<file path="config.mk">
export PLATFORM = sky130hd
export DESIGN_NAME = drive_command_frame_builder
export DESIGN_NICKNAME = d
export VERILOG_FILES = /design/src/hdl/dcfb_pkg.sv /design/src/hdl/dcfb_cmd.sv /design/src/hdl/dcfb_tx.sv /design/src/hdl/drive_command_frame_builder.sv
export SDC_FILE = /design/constraint.sdc
export NUM_CORES = 1
export LEC_CHECK = 0
export CORE_ASPECT_RATIO = 2
export CORE_UTILIZATION = 63
export CTS_CLUSTER_DIAMETER = 150
export CTS_CLUSTER_SIZE = 40
export DETAILED_ROUTE_END_ITERATION = 10
export DONT_BUFFER_PORTS = 1
export GPL_TIMING_DRIVEN = 0
export HOLD_SLACK_MARGIN = 0.05
export PLACE_DENSITY = 0.88
export RECOVER_POWER = 25
export SLEW_MARGIN = 10
export SYNTH_ARGS = -nofsm -noshare
export SYNTH_HDL_FRONTEND = slang
export SYNTH_SLANG_ARGS = --single-unit
</file>
<file path="constraint.sdc">
create_clock -name clk -period 3.81 [get_ports clk]
set_input_delay 0.5715 -clock clk [delete_from_list [all_inputs] [get_ports clk]]
set_output_delay 0.5715 -clock clk [all_outputs]
set_load 0.05 [all_outputs]
</file>
<file path="src/hdl/dcfb_pkg.sv">
package dcfb_pkg;

	// Action codes of an input item.
	localparam logic ACT_MOVE = 1'b0;
	localparam logic ACT_SEND = 1'b1;

	// Direction codes; every other code means stop.
	localparam logic [2:0] DIR_FWD   = 3'd0;
	localparam logic [2:0] DIR_LEFT  = 3'd1;
	localparam logic [2:0] DIR_RIGHT = 3'd2;
	localparam logic [2:0] DIR_BACK  = 3'd3;

	// Drive bits for each direction.
	localparam logic [7:0] BITS_FWD   = 8'b0101_0000;
	localparam logic [7:0] BITS_LEFT  = 8'b0001_0000;
	localparam logic [7:0] BITS_RIGHT = 8'b0100_0000;
	localparam logic [7:0] BITS_BACK  = 8'b0000_0000;
	localparam logic [7:0] BITS_STOP  = 8'b0101_0000;

	// Fixed frame bytes and the frame check constants.
	localparam logic [7:0]  START_BYTE  = 8'hFF;
	localparam logic [7:0]  LENGTH_BYTE = 8'h07;
	localparam logic [7:0]  PAD_BYTE    = 8'h00;
	localparam logic [15:0] CRC_INIT    = 16'hFFFF;
	localparam logic [15:0] CRC_POLY    = 16'hA001;

	// Position of a byte within the frame.
	typedef logic [3:0] byte_idx_t;

	localparam byte_idx_t IDX_START = 4'd0;
	localparam byte_idx_t IDX_LEN   = 4'd1;
	localparam byte_idx_t IDX_SPD_L = 4'd2;
	localparam byte_idx_t IDX_PAD_L = 4'd3;
	localparam byte_idx_t IDX_SPD_R = 4'd4;
	localparam byte_idx_t IDX_PAD_R = 4'd5;
	localparam byte_idx_t IDX_BITS  = 4'd6;
	localparam byte_idx_t IDX_CRC_L = 4'd7;
	localparam byte_idx_t IDX_CRC_H = 4'd8;

	// Send request from the command stage to the transmitter.
	typedef struct packed {
		logic       req;
		logic [7:0] speed;
		logic [7:0] bits;
	} send_req_t;

	// One byte step of the reflected CRC-16/MODBUS.
	function automatic logic [15:0] crc_feed(input logic [15:0] crc, input logic [7:0] b);
		logic [15:0] c;
		c = crc ^ {8'h00, b};
		for (int k = 0; k < 8; k++) begin
			if (c[0]) begin
				c = (c >> 1) ^ CRC_POLY;
			end else begin
				c = c >> 1;
			end
		end
		return c;
	endfunction

endpackage

</file>
<file path="src/hdl/dcfb_cmd.sv">
module dcfb_cmd (
	input  logic                clk,
	input  logic                arst_n,
	input  logic                in_valid,
	output logic                in_stall,
	input  logic                action,
	input  logic [2:0]          direction,
	input  logic [7:0]          speed,
	input  logic                tx_ready,
	output dcfb_pkg::send_req_t send_req
);
	import dcfb_pkg::*;

	logic       valid_s1;
	logic       action_s1;
	logic [2:0] direction_s1;
	logic [7:0] speed_s1;
	logic [7:0] wheel_speed_q;
	logic [7:0] drive_bits_q;
	logic       advance;
	logic       accept;

	// The held item leaves when it is a move or the transmitter takes the send.
	assign advance  = valid_s1 && ((action_s1 == ACT_MOVE) || tx_ready);
	assign in_stall = valid_s1 && !advance;
	assign accept   = in_valid && !in_stall;

	// Input register control.
	always_ff @(posedge clk or negedge arst_n) begin
		if (!arst_n) begin
			valid_s1 <= 1'b0;
		end else if (accept) begin
			valid_s1 <= 1'b1;
		end else if (advance) begin
			valid_s1 <= 1'b0;
		end
	end

	// Input register payload.
	always_ff @(posedge clk) begin
		if (accept) begin
			action_s1    <= action;
			direction_s1 <= direction;
			speed_s1     <= speed;
		end
	end

	// A move item updates the stored drive command.
	always_ff @(posedge clk or negedge arst_n) begin
		if (!arst_n) begin
			wheel_speed_q <= 8'h00;
			drive_bits_q  <= 8'h00;
		end else if (valid_s1 && (action_s1 == ACT_MOVE)) begin
			case (direction_s1)
				DIR_FWD: begin
					wheel_speed_q <= speed_s1;
					drive_bits_q  <= BITS_FWD;
				end
				DIR_LEFT: begin
					wheel_speed_q <= speed_s1;
					drive_bits_q  <= BITS_LEFT;
				end
				DIR_RIGHT: begin
					wheel_speed_q <= speed_s1;
					drive_bits_q  <= BITS_RIGHT;
				end
				DIR_BACK: begin
					wheel_speed_q <= speed_s1;
					drive_bits_q  <= BITS_BACK;
				end
				default: begin
					wheel_speed_q <= 8'h00;
					drive_bits_q  <= BITS_STOP;
				end
			endcase
		end
	end

	// A send item hands a snapshot of the command to the transmitter.
	always_comb begin
		send_req.req   = valid_s1 && (action_s1 == ACT_SEND);
		send_req.speed = wheel_speed_q;
		send_req.bits  = drive_bits_q;
	end

endmodule

</file>
<file path="src/hdl/dcfb_tx.sv">
module dcfb_tx (
	input  logic                clk,
	input  logic                arst_n,
	input  dcfb_pkg::send_req_t send_req,
	output logic                tx_ready,
	output logic                out_valid,
	input  logic                out_stall,
	output logic [7:0]          frame_byte,
	output logic                last_byte
);
	import dcfb_pkg::*;

	logic        out_valid_q;
	byte_idx_t   idx_q;
	logic [7:0]  byte_q;
	logic [7:0]  spd_q;
	logic [7:0]  bits_q;
	logic [15:0] crc_q;
	logic        is_last;
	logic        xfer;
	logic        load;
	byte_idx_t   idx_next;
	logic [7:0]  byte_next;

	assign is_last  = (idx_q == IDX_CRC_H);
	assign xfer     = out_valid_q && !out_stall;
	assign tx_ready = !out_valid_q || (is_last && !out_stall);
	assign load     = send_req.req && tx_ready;
	assign idx_next = idx_q + 4'd1;

	// Select the frame byte that follows the one on the output.
	always_comb begin
		case (idx_next)
			IDX_LEN:            byte_next = LENGTH_BYTE;
			IDX_SPD_L, IDX_SPD_R: byte_next = spd_q;
			IDX_PAD_L, IDX_PAD_R: byte_next = PAD_BYTE;
			IDX_BITS:           byte_next = bits_q;
			IDX_CRC_L:          byte_next = crc_q[7:0];
			IDX_CRC_H:          byte_next = crc_q[15:8];
			default:            byte_next = START_BYTE;
		endcase
	end

	// Output control: a new frame starts when the previous one has left.
	always_ff @(posedge clk or negedge arst_n) begin
		if (!arst_n) begin
			out_valid_q <= 1'b0;
			idx_q       <= IDX_START;
		end else if (load) begin
			out_valid_q <= 1'b1;
			idx_q       <= IDX_START;
		end else if (xfer) begin
			if (is_last) begin
				out_valid_q <= 1'b0;
			end else begin
				idx_q <= idx_next;
			end
		end
	end

	// Output byte, command snapshot and the check, fed the length to drive-bits bytes one per transfer.
	always_ff @(posedge clk) begin
		if (load) begin
			byte_q <= START_BYTE;
			spd_q  <= send_req.speed;
			bits_q <= send_req.bits;
			crc_q  <= CRC_INIT;
		end else if (xfer && !is_last) begin
			byte_q <= byte_next;
			if (idx_next inside {[IDX_LEN:IDX_BITS]}) begin
				crc_q <= crc_feed(crc_q, byte_next);
			end
		end
	end

	assign out_valid  = out_valid_q;
	assign frame_byte = byte_q;
	assign last_byte  = out_valid_q && is_last;

endmodule

</file>
<file path="src/hdl/drive_command_frame_builder.sv">
// Channel | Direction | Handshake          | Payload
// in      | input     | in_valid/in_stall  | action, direction, speed
// out     | output    | out_valid/out_stall| frame_byte, last_byte
//
// A move item never waits in the input register; items enter back to back through it.
// A send item yields nine bytes, one per unstalled cycle, from the output register.
// Moves behind a send keep flowing; a second send waits until the frame's last byte leaves.
// The check takes the length to drive-bits bytes, one per transfer, eight CRC steps each.
// Reset clears the command to zero speed and zero drive bits and empties both registers.
module drive_command_frame_builder (
	input  logic       clk,
	input  logic       arst_n,
	input  logic       in_valid,
	output logic       in_stall,
	input  logic       action,
	input  logic [2:0] direction,
	input  logic [7:0] speed,
	output logic       out_valid,
	input  logic       out_stall,
	output logic [7:0] frame_byte,
	output logic       last_byte
);
	import dcfb_pkg::*;

	send_req_t send_req;
	logic      tx_ready;

	// Command register and direction decode.
	dcfb_cmd u_cmd (
		.clk       (clk),
		.arst_n    (arst_n),
		.in_valid  (in_valid),
		.in_stall  (in_stall),
		.action    (action),
		.direction (direction),
		.speed     (speed),
		.tx_ready  (tx_ready),
		.send_req  (send_req)
	);

	// Frame serializer with the running check.
	dcfb_tx u_tx (
		.clk        (clk),
		.arst_n     (arst_n),
		.send_req   (send_req),
		.tx_ready   (tx_ready),
		.out_valid  (out_valid),
		.out_stall  (out_stall),
		.frame_byte (frame_byte),
		.last_byte  (last_byte)
	);

endmodule

</file>
==> impl_metrics.csv, run 1 <==
group,metric,value,unit
clocking,path_clk_slew,0.07,ns
routing,via_per_inst,6.53,
worst_hold_path,min_path_type,"primary input to register",
logic_synthesis,syn_area_per_cell,10.1,µm²
global_routing,track_usage,31.7,%
logic_synthesis,synthCells,317,
worst_setup_path,worstPathRequired,4.02,ns
sta,fmax,262,MHz
worst_setup_path,start_kind,"register",
routing,wl_per_cell,19.1,µm
die,ios,27,
global_routing,grt_pass1_wl,12.0,mm
sta,setup_viol,1,
die,rows,36,
routing,drtPass1Iterations,5,
routing,wl,7.56,mm
die,start_util,65.5,%
global_routing,antenna_found_initial,0,
die,die_x,52.3,µm
sta,clock_skew,0.0112,ns
cells_and_area,fin_area,3610,µm²
sta,min_period,3.81,ns
sta,finalCritPeriodShare,100,%
worst_setup_path,critical_path_class,"register to register",
place,place_area,3260,µm²
place,place_congestion,0.925,
logic_synthesis,synthTopCellsByCount,"41 x nand2_1, 25 x o21ai_0, 24 x dfxtp_1",
sta,hold_violations,0,
job,drv_cap,0,
clocking,cts.sinks,62,
cells_and_area,diodes,0,
global_routing,grt_max_degree,20,
place,dpl.hpwl,5.18,mm
logic_synthesis,synthTopCellsByArea,"edfxtp_1 21%, dfxtp_1 15%, dfrtp_1 13%",
cells_and_area,utilization,74.3,%
clocking,clock_latency,0.34,ns
cells_and_area,area_growth_syn_to_layout,13.3,%
worst_setup_path,path_max_fanout,10,
sta,setup_ws,-0.00500,ns
worst_setup_path,cp.arrival,4.03,ns
logic_synthesis,synth.most_common_cell,"nand2_1",
logic_synthesis,synth_nets,338,
sta,tightest_slew,0.979,ns
logic_synthesis,synth_cell_types,59,
logic_synthesis,synth_top_area_share,20.7,%
die,dieArea,5370,µm²
cells_and_area,drive_gt1_share,13.9,%
sta,relSlewSlack,34.7,%
clocking,cts_root_buf,"clkbuf_8",
sta,slew_violations,0,
sta,tns,-0.00500,ns
clocking,cts_tree,"done",
place,numPortBuffers,0,
routing,drt_drc_violations_left,0,
worst_setup_path,crit_slowest_cell,"xnor3_1",
routing,ant_nets,0,
logic_synthesis,synth_edf_count,22,
die,core_area,4860,µm²
global_routing,overflow,0,
status,violations,"setup timing",
status,status,"finished with violations",
logic_synthesis,synth_flop_cell,"dfxtp_1",
logic_synthesis,ys_ff_latch,62,
worst_setup_path,crit_path_end_kind,"register",
cells_and_area,fin_nets,355,
logic_synthesis,synth_warnings,0,
worst_setup_path,cp_slowest_stage_delay,0.44,ns
die,die_h,103,µm
logic_synthesis,synth.largest_area_cell,"edfxtp_1",
clocking,htree_levels,3,
global_routing,grt_pass1_vias,2509,
logic_synthesis,async_flop_share,25.8,%
logic_synthesis,synthesis.area,3190,µm²
routing,drt_iter0_markers,109,
logic_synthesis,seq_area_frac_synth,48.4,%
clocking,cts_max_path_buffers,2,
worst_setup_path,ff2ff_setup_slack,-0.005,ns
clocking,cts_buffers,9,
routing,vias,2584,
worst_setup_path,crit_chain,"buf_4, inv_1, ha_1, buf_6, o21ba_1, a311o_2, a32o_2, and3_4, a22o_1, a2111oi_4, xor2_1, xnor3_1, mux2i_1, nand2_1",
-- worst max-delay path, delay by kind of cell (launching register included) --
kind | cells | cell delay (ns)
and+or+nand+nor | 2 | 0.27
xor gates and xnor gates | 2 | 0.75
adders and majority gates | 1 | 0.21
buffers and inverters | 3 | 0.42
DFF | 1 | 0.41
muxes | 1 | 0.13
AOI/OAI and AO/OA | 5 | 1.49
-- cells by family (layout without fill, tap and decap cells) --
kind of cell,count (synthesis),after routing,synth area share [%]
mux,12,12,3.77
buf+inv,22,44,3.14
compound gates,84,84,18.8
simple gates,120,120,19.7
fa+ha+maj,5,5,1.96
flops,62,62,48.4
xor+xnor,12,12,4.24
-- flip-flops by register name, indices dropped and copies added (netlist names) --
signal	count
u_tx.bits_q	2
u_tx.idx_q	4
u_cmd.direction_s1	3
u_cmd.drive_bits_q	2
u_tx.frame_byte	8
u_cmd.action_s1	1
u_cmd.wheel_speed_q	8
u_tx.crc_q	16
u_cmd.speed_s1	8
u_tx.spd_q	8
u_cmd.valid_s1	1
u_tx.out_valid	1
-- worst paths after layout --
| kind | start | end | cells after the start |
|---|---|---|---|
| max in group asynchronous | arst_n | u_tx.idx_q[2]$_DFFE_PN0P_ | 1 |
| worst min register to register | u_cmd.wheel_speed_q[0]$_DFFE_PN0P_ | u_tx.spd_q[0]$_DFFE_PP_ | 0 |
| worst max register to register | u_tx.idx_q[1]$_DFFE_PN0P_ | u_tx.crc_q[14]$_SDFFE_PP1P_ | 14 |
| min in group asynchronous | arst_n | u_cmd.wheel_speed_q[1]$_DFFE_PN0P_ | 1 |
| worst max-delay path | u_tx.idx_q[1]$_DFFE_PN0P_ | u_tx.crc_q[14]$_SDFFE_PP1P_ | 14 |
| worst min-delay path | direction[0] | u_cmd.direction_s1[0]$_DFFE_PP_ | 0 |
-- repair_timing --
| action | in CTS | in global routing |
|---|---|---|
| gates resized for setup | 5 | 12 |
| hold buffers | 1 | 0 |
| setup endpoints to repair | 3 | 3 |
| endpoints found under the hold margin | 16 | 0 |
| pin swaps | 2 | 3 |
| setup buffers | 2 | 3 |
-- metal layers --
metal | wire, µm | share of wire (%) | GRT usage [%]
met1 | 2560 | 34 | 32.2
met2 | 4190 | 55 | 55.9
met3 | 421 | 5.6 | 6.49
met4 | 379 | 5.0 | 21.3
met5 | 0 | 0 | 0
-- cells in the final DEF, fill, tap and decap left out, drive strengths merged, types with 3 or more instances in the layout --
| cell | n |
|---|---|
| a2111oi | 4 |
| a32oi | 3 |
| nor2 | 11 |
| a221oi | 3 |
| buf | 13 |
| o221ai | 3 |
| clkbuf | 21 |
| o21ai | 27 |
| xnor2 | 8 |
| nand3 | 9 |
| a21oi | 7 |
| nand2b | 22 |
| or3 | 3 |
| edfxtp | 22 |
| and2 | 3 |
| mux2i | 12 |
| dfrtp | 16 |
| a31oi | 8 |
| dfxtp | 24 |
| a22oi | 3 |
| a22o | 3 |
| nand2 | 41 |
| o22ai | 3 |
| inv | 6 |
| nor2b | 10 |
| nor3 | 9 |
| ha | 5 |
| o211ai | 6 |
-- layout make-up --
cell class,count,area [µm²]
buffer,17,81.3
clock inverter,4,28.8
inverter,5,18.8
fill,312,1250
sequential,62,1540
multi-input combinational,233,1660
clock buffer,12,165
tap,57,71.3
timing repair buffer,6,47.5
-- stage by stage --
| stage | hold WS, ns | worst slack, ns | instances |
|---|---|---|---|
| after detailed placement | 0.276 | -0.268 | 374 |
| final | 0.328 | -0.00500 | 396 |
| after floorplan | 0.276 | 0.327 | 317 |
| after global routing | 0.300 | -0.113 | 396 |
| after global placement | 0.277 | -0.148 | 374 |
| after CTS | 0.307 | 0.00745 | 393 |
Power of run 1 is not shown: default switching activity piles up to over one toggle a cycle in this logic, so the estimate is an artifact.
==> run 2: changes to the inputs <==
--- a/config.mk
+++ b/config.mk
@@ -15,6 +15,7 @@
 export HOLD_SLACK_MARGIN = 0.05
 export PLACE_DENSITY = 0.88
 export RECOVER_POWER = 25
+export REMOVE_ABC_BUFFERS = 1
 export SLEW_MARGIN = 10
 export SYNTH_ARGS = -nofsm -noshare
 export SYNTH_HDL_FRONTEND = slang
==> run 2 against run 1 <==
Compared with the run above:
- the flow now finishes without violations
- clock-buffer cell count unchanged
- first-iteration DRC count down 14%
- worst hold slack better by 0.0032 ns
- global-route usage down 4.4 points
- critical path depth down 2
- register-to-register slack better by 0.16 ns
- sequential cell count unchanged
- final area down 3.0%
==> impl_metrics.csv, run 2 (same netlist as run 1, synthesis figures left out) <==
group,metric,value,unit
worst_setup_path,cp_slowest_stage_delay,0.55,ns
die,rows,36,
routing,vias,2406,
sta,fmax,274,MHz
cells_and_area,largest_register_ffs,16,
die,start_util,65.5,%
worst_hold_path,hold_depth,0,
routing,wl_per_cell,17.2,µm
worst_setup_path,path_depth,12,
worst_setup_path,critical_path_class,"register to register",
cells_and_area,final_cell_mix,"41 x nand2_1, 25 x o21ai_0, 24 x dfxtp_1, 22 x nand2b_1, 22 x edfxtp_1",
sta,finalCritPeriodShare,95.9,%
place,place_area,3230,µm²
routing,ant_nets,0,
global_routing,overflow,0,
clocking,cts_tree,"done",
cells_and_area,fin_nets,341,
cells_and_area,mostFrequentLayoutCell,"nand2_1",
sta,slew_violations,0,
global_routing,track_usage,27.3,%
sta,relSlewSlack,34.2,%
global_routing,grt_pass1_wl,10.6,mm
worst_setup_path,cp.arrival,3.88,ns
clocking,clock_latency,0.33,ns
routing,drtPass1Iterations,5,
sta,setup_viol,0,
worst_setup_path,crit_slowest_cell,"o41ai_2",
cells_and_area,diodes,0,
die,dieArea,5370,µm²
sta,tightest_slew,0.984,ns
place,place_congestion,0.876,
routing,drt_iter0_markers,94,
clocking,cts.sinks,62,
clocking,cts_max_path_buffers,2,
routing,drt_drc_violations_left,0,
worst_setup_path,crit_buf_inv,1,
global_routing,grt_pass1_vias,2284,
cells_and_area,fin_area,3500,µm²
worst_setup_path,crit_path_end_kind,"register",
sta,clock_skew,0.0101,ns
die,die_x,52.3,µm
worst_hold_path,min_path_type,"primary input to register",
clocking,cts_buffers,9,
die,core_area,4860,µm²
die,ios,27,
global_routing,antenna_found_initial,0,
sta,min_period,3.65,ns
worst_setup_path,path_max_fanout,15,
routing,via_per_inst,6.30,
worst_setup_path,start_kind,"register",
job,drv_cap,0,
cells_and_area,utilization,72.0,%
die,die_h,103,µm
worst_setup_path,worstPathRequired,4.03,ns
global_routing,grt_max_degree,25,
sta,rsz0062_at_grt,"false",
routing,wl,6.58,mm
clocking,htree_levels,3,
cells_and_area,drive_gt1_share,12.6,%
worst_setup_path,crit_chain,"buf_4, ha_4, o21ba_1, a311o_1, a32oi_2, or3_1, o211ai_1, o41ai_2, xor2_1, xor3_2, xnor2_1, o21ai_1",
place,dpl.hpwl,4.46,mm
worst_setup_path,critPathTopFamily,"compound AO/OA/AOI/OAI gates",
cells_and_area,area_growth_syn_to_layout,9.93,%
cells_and_area,largest_register,"u_tx.crc_q",
sta,hold_violations,0,
clocking,cts_root_buf,"clkbuf_8",
place,numPortBuffers,0,
status,status,"complete, no violations",
clocking,path_clk_slew,0.07,ns
worst_setup_path,rr_worst_depth,12,
## run 2: metrics by stage
stage	hold WS, ns	setup slack (ns)	instances	setup TNS, ns
3_3_place_gp	0.277	-0.627	357	-6.04
3_5_place_dp	0.277	-0.307	359	-0.829
2_1_floorplan	0.276	0.236	300	0
5_1_grt	0.305	0.00271	382	0
6_report	0.331	0.157	382	0
4_1_cts	0.315	0.0493	379	0
## run 2: what timing repair did
| item | CTS | global route |
|---|---|---|
| pin swaps | 1 | 1 |
| hold buffers | 1 | 0 |
| endpoints found under the hold margin | 16 | 0 |
| buffers inserted | 3 | 3 |
| gates resized for setup | 10 | 1 |
| endpoints found under the setup margin | 3 | 3 |
## run 2: layout make-up
type	count	area, µm²
clock inverter	4	22.5
clock buffer	12	145
fill	326	1360
tap	57	71.3
sequential	62	1540
multi-input combinational	233	1620
timing repair buffer	9	81.3
inverter	5	18.8
## run 2: worst reg2reg max path, delay by kind of cell, from the launching register on
kind / cells / cell delay [ns]
compound gates: 6 / 1.69
xor+xnor: 3 / 0.89
fa+ha+maj: 1 / 0.22
buf+inv: 1 / 0.16
flops: 1 / 0.43
simple gates: 1 / 0.16
## run 2: per-layer routing
layer / share of wire, % / wire [µm] / GRT usage, %
met2: 55 / 3610 / 48.0
met4: 3.7 / 244 / 16.0
met5: 0 / 0 / 0
met3: 4.9 / 323 / 7.08
met1: 36 / 2400 / 28.0
## run 2: path summary, 6_finish.rpt
| kind | end | slack (ns) | from |
|---|---|---|---|
| min in group asynchronous | u_tx.idx_q[3]$_DFFE_PN0P_ | 0.74 | arst_n |
| max | u_tx.crc_q[0]$_SDFFE_PP1P_ | 0.16 | u_tx.idx_q[1]$_DFFE_PN0P_ |
| max reg2reg | u_tx.crc_q[0]$_SDFFE_PP1P_ | 0.16 | u_tx.idx_q[1]$_DFFE_PN0P_ |
| min | u_cmd.direction_s1[1]$_DFFE_PP_ | 0.33 | direction[1] |
| min reg2reg | u_tx.spd_q[4]$_DFFE_PP_ | 0.44 | u_cmd.wheel_speed_q[4]$_DFFE_PN0P_ |
| max in group asynchronous | u_tx.idx_q[1]$_DFFE_PN0P_ | 2.56 | arst_n |
Power of run 2 is left out for the same reason.
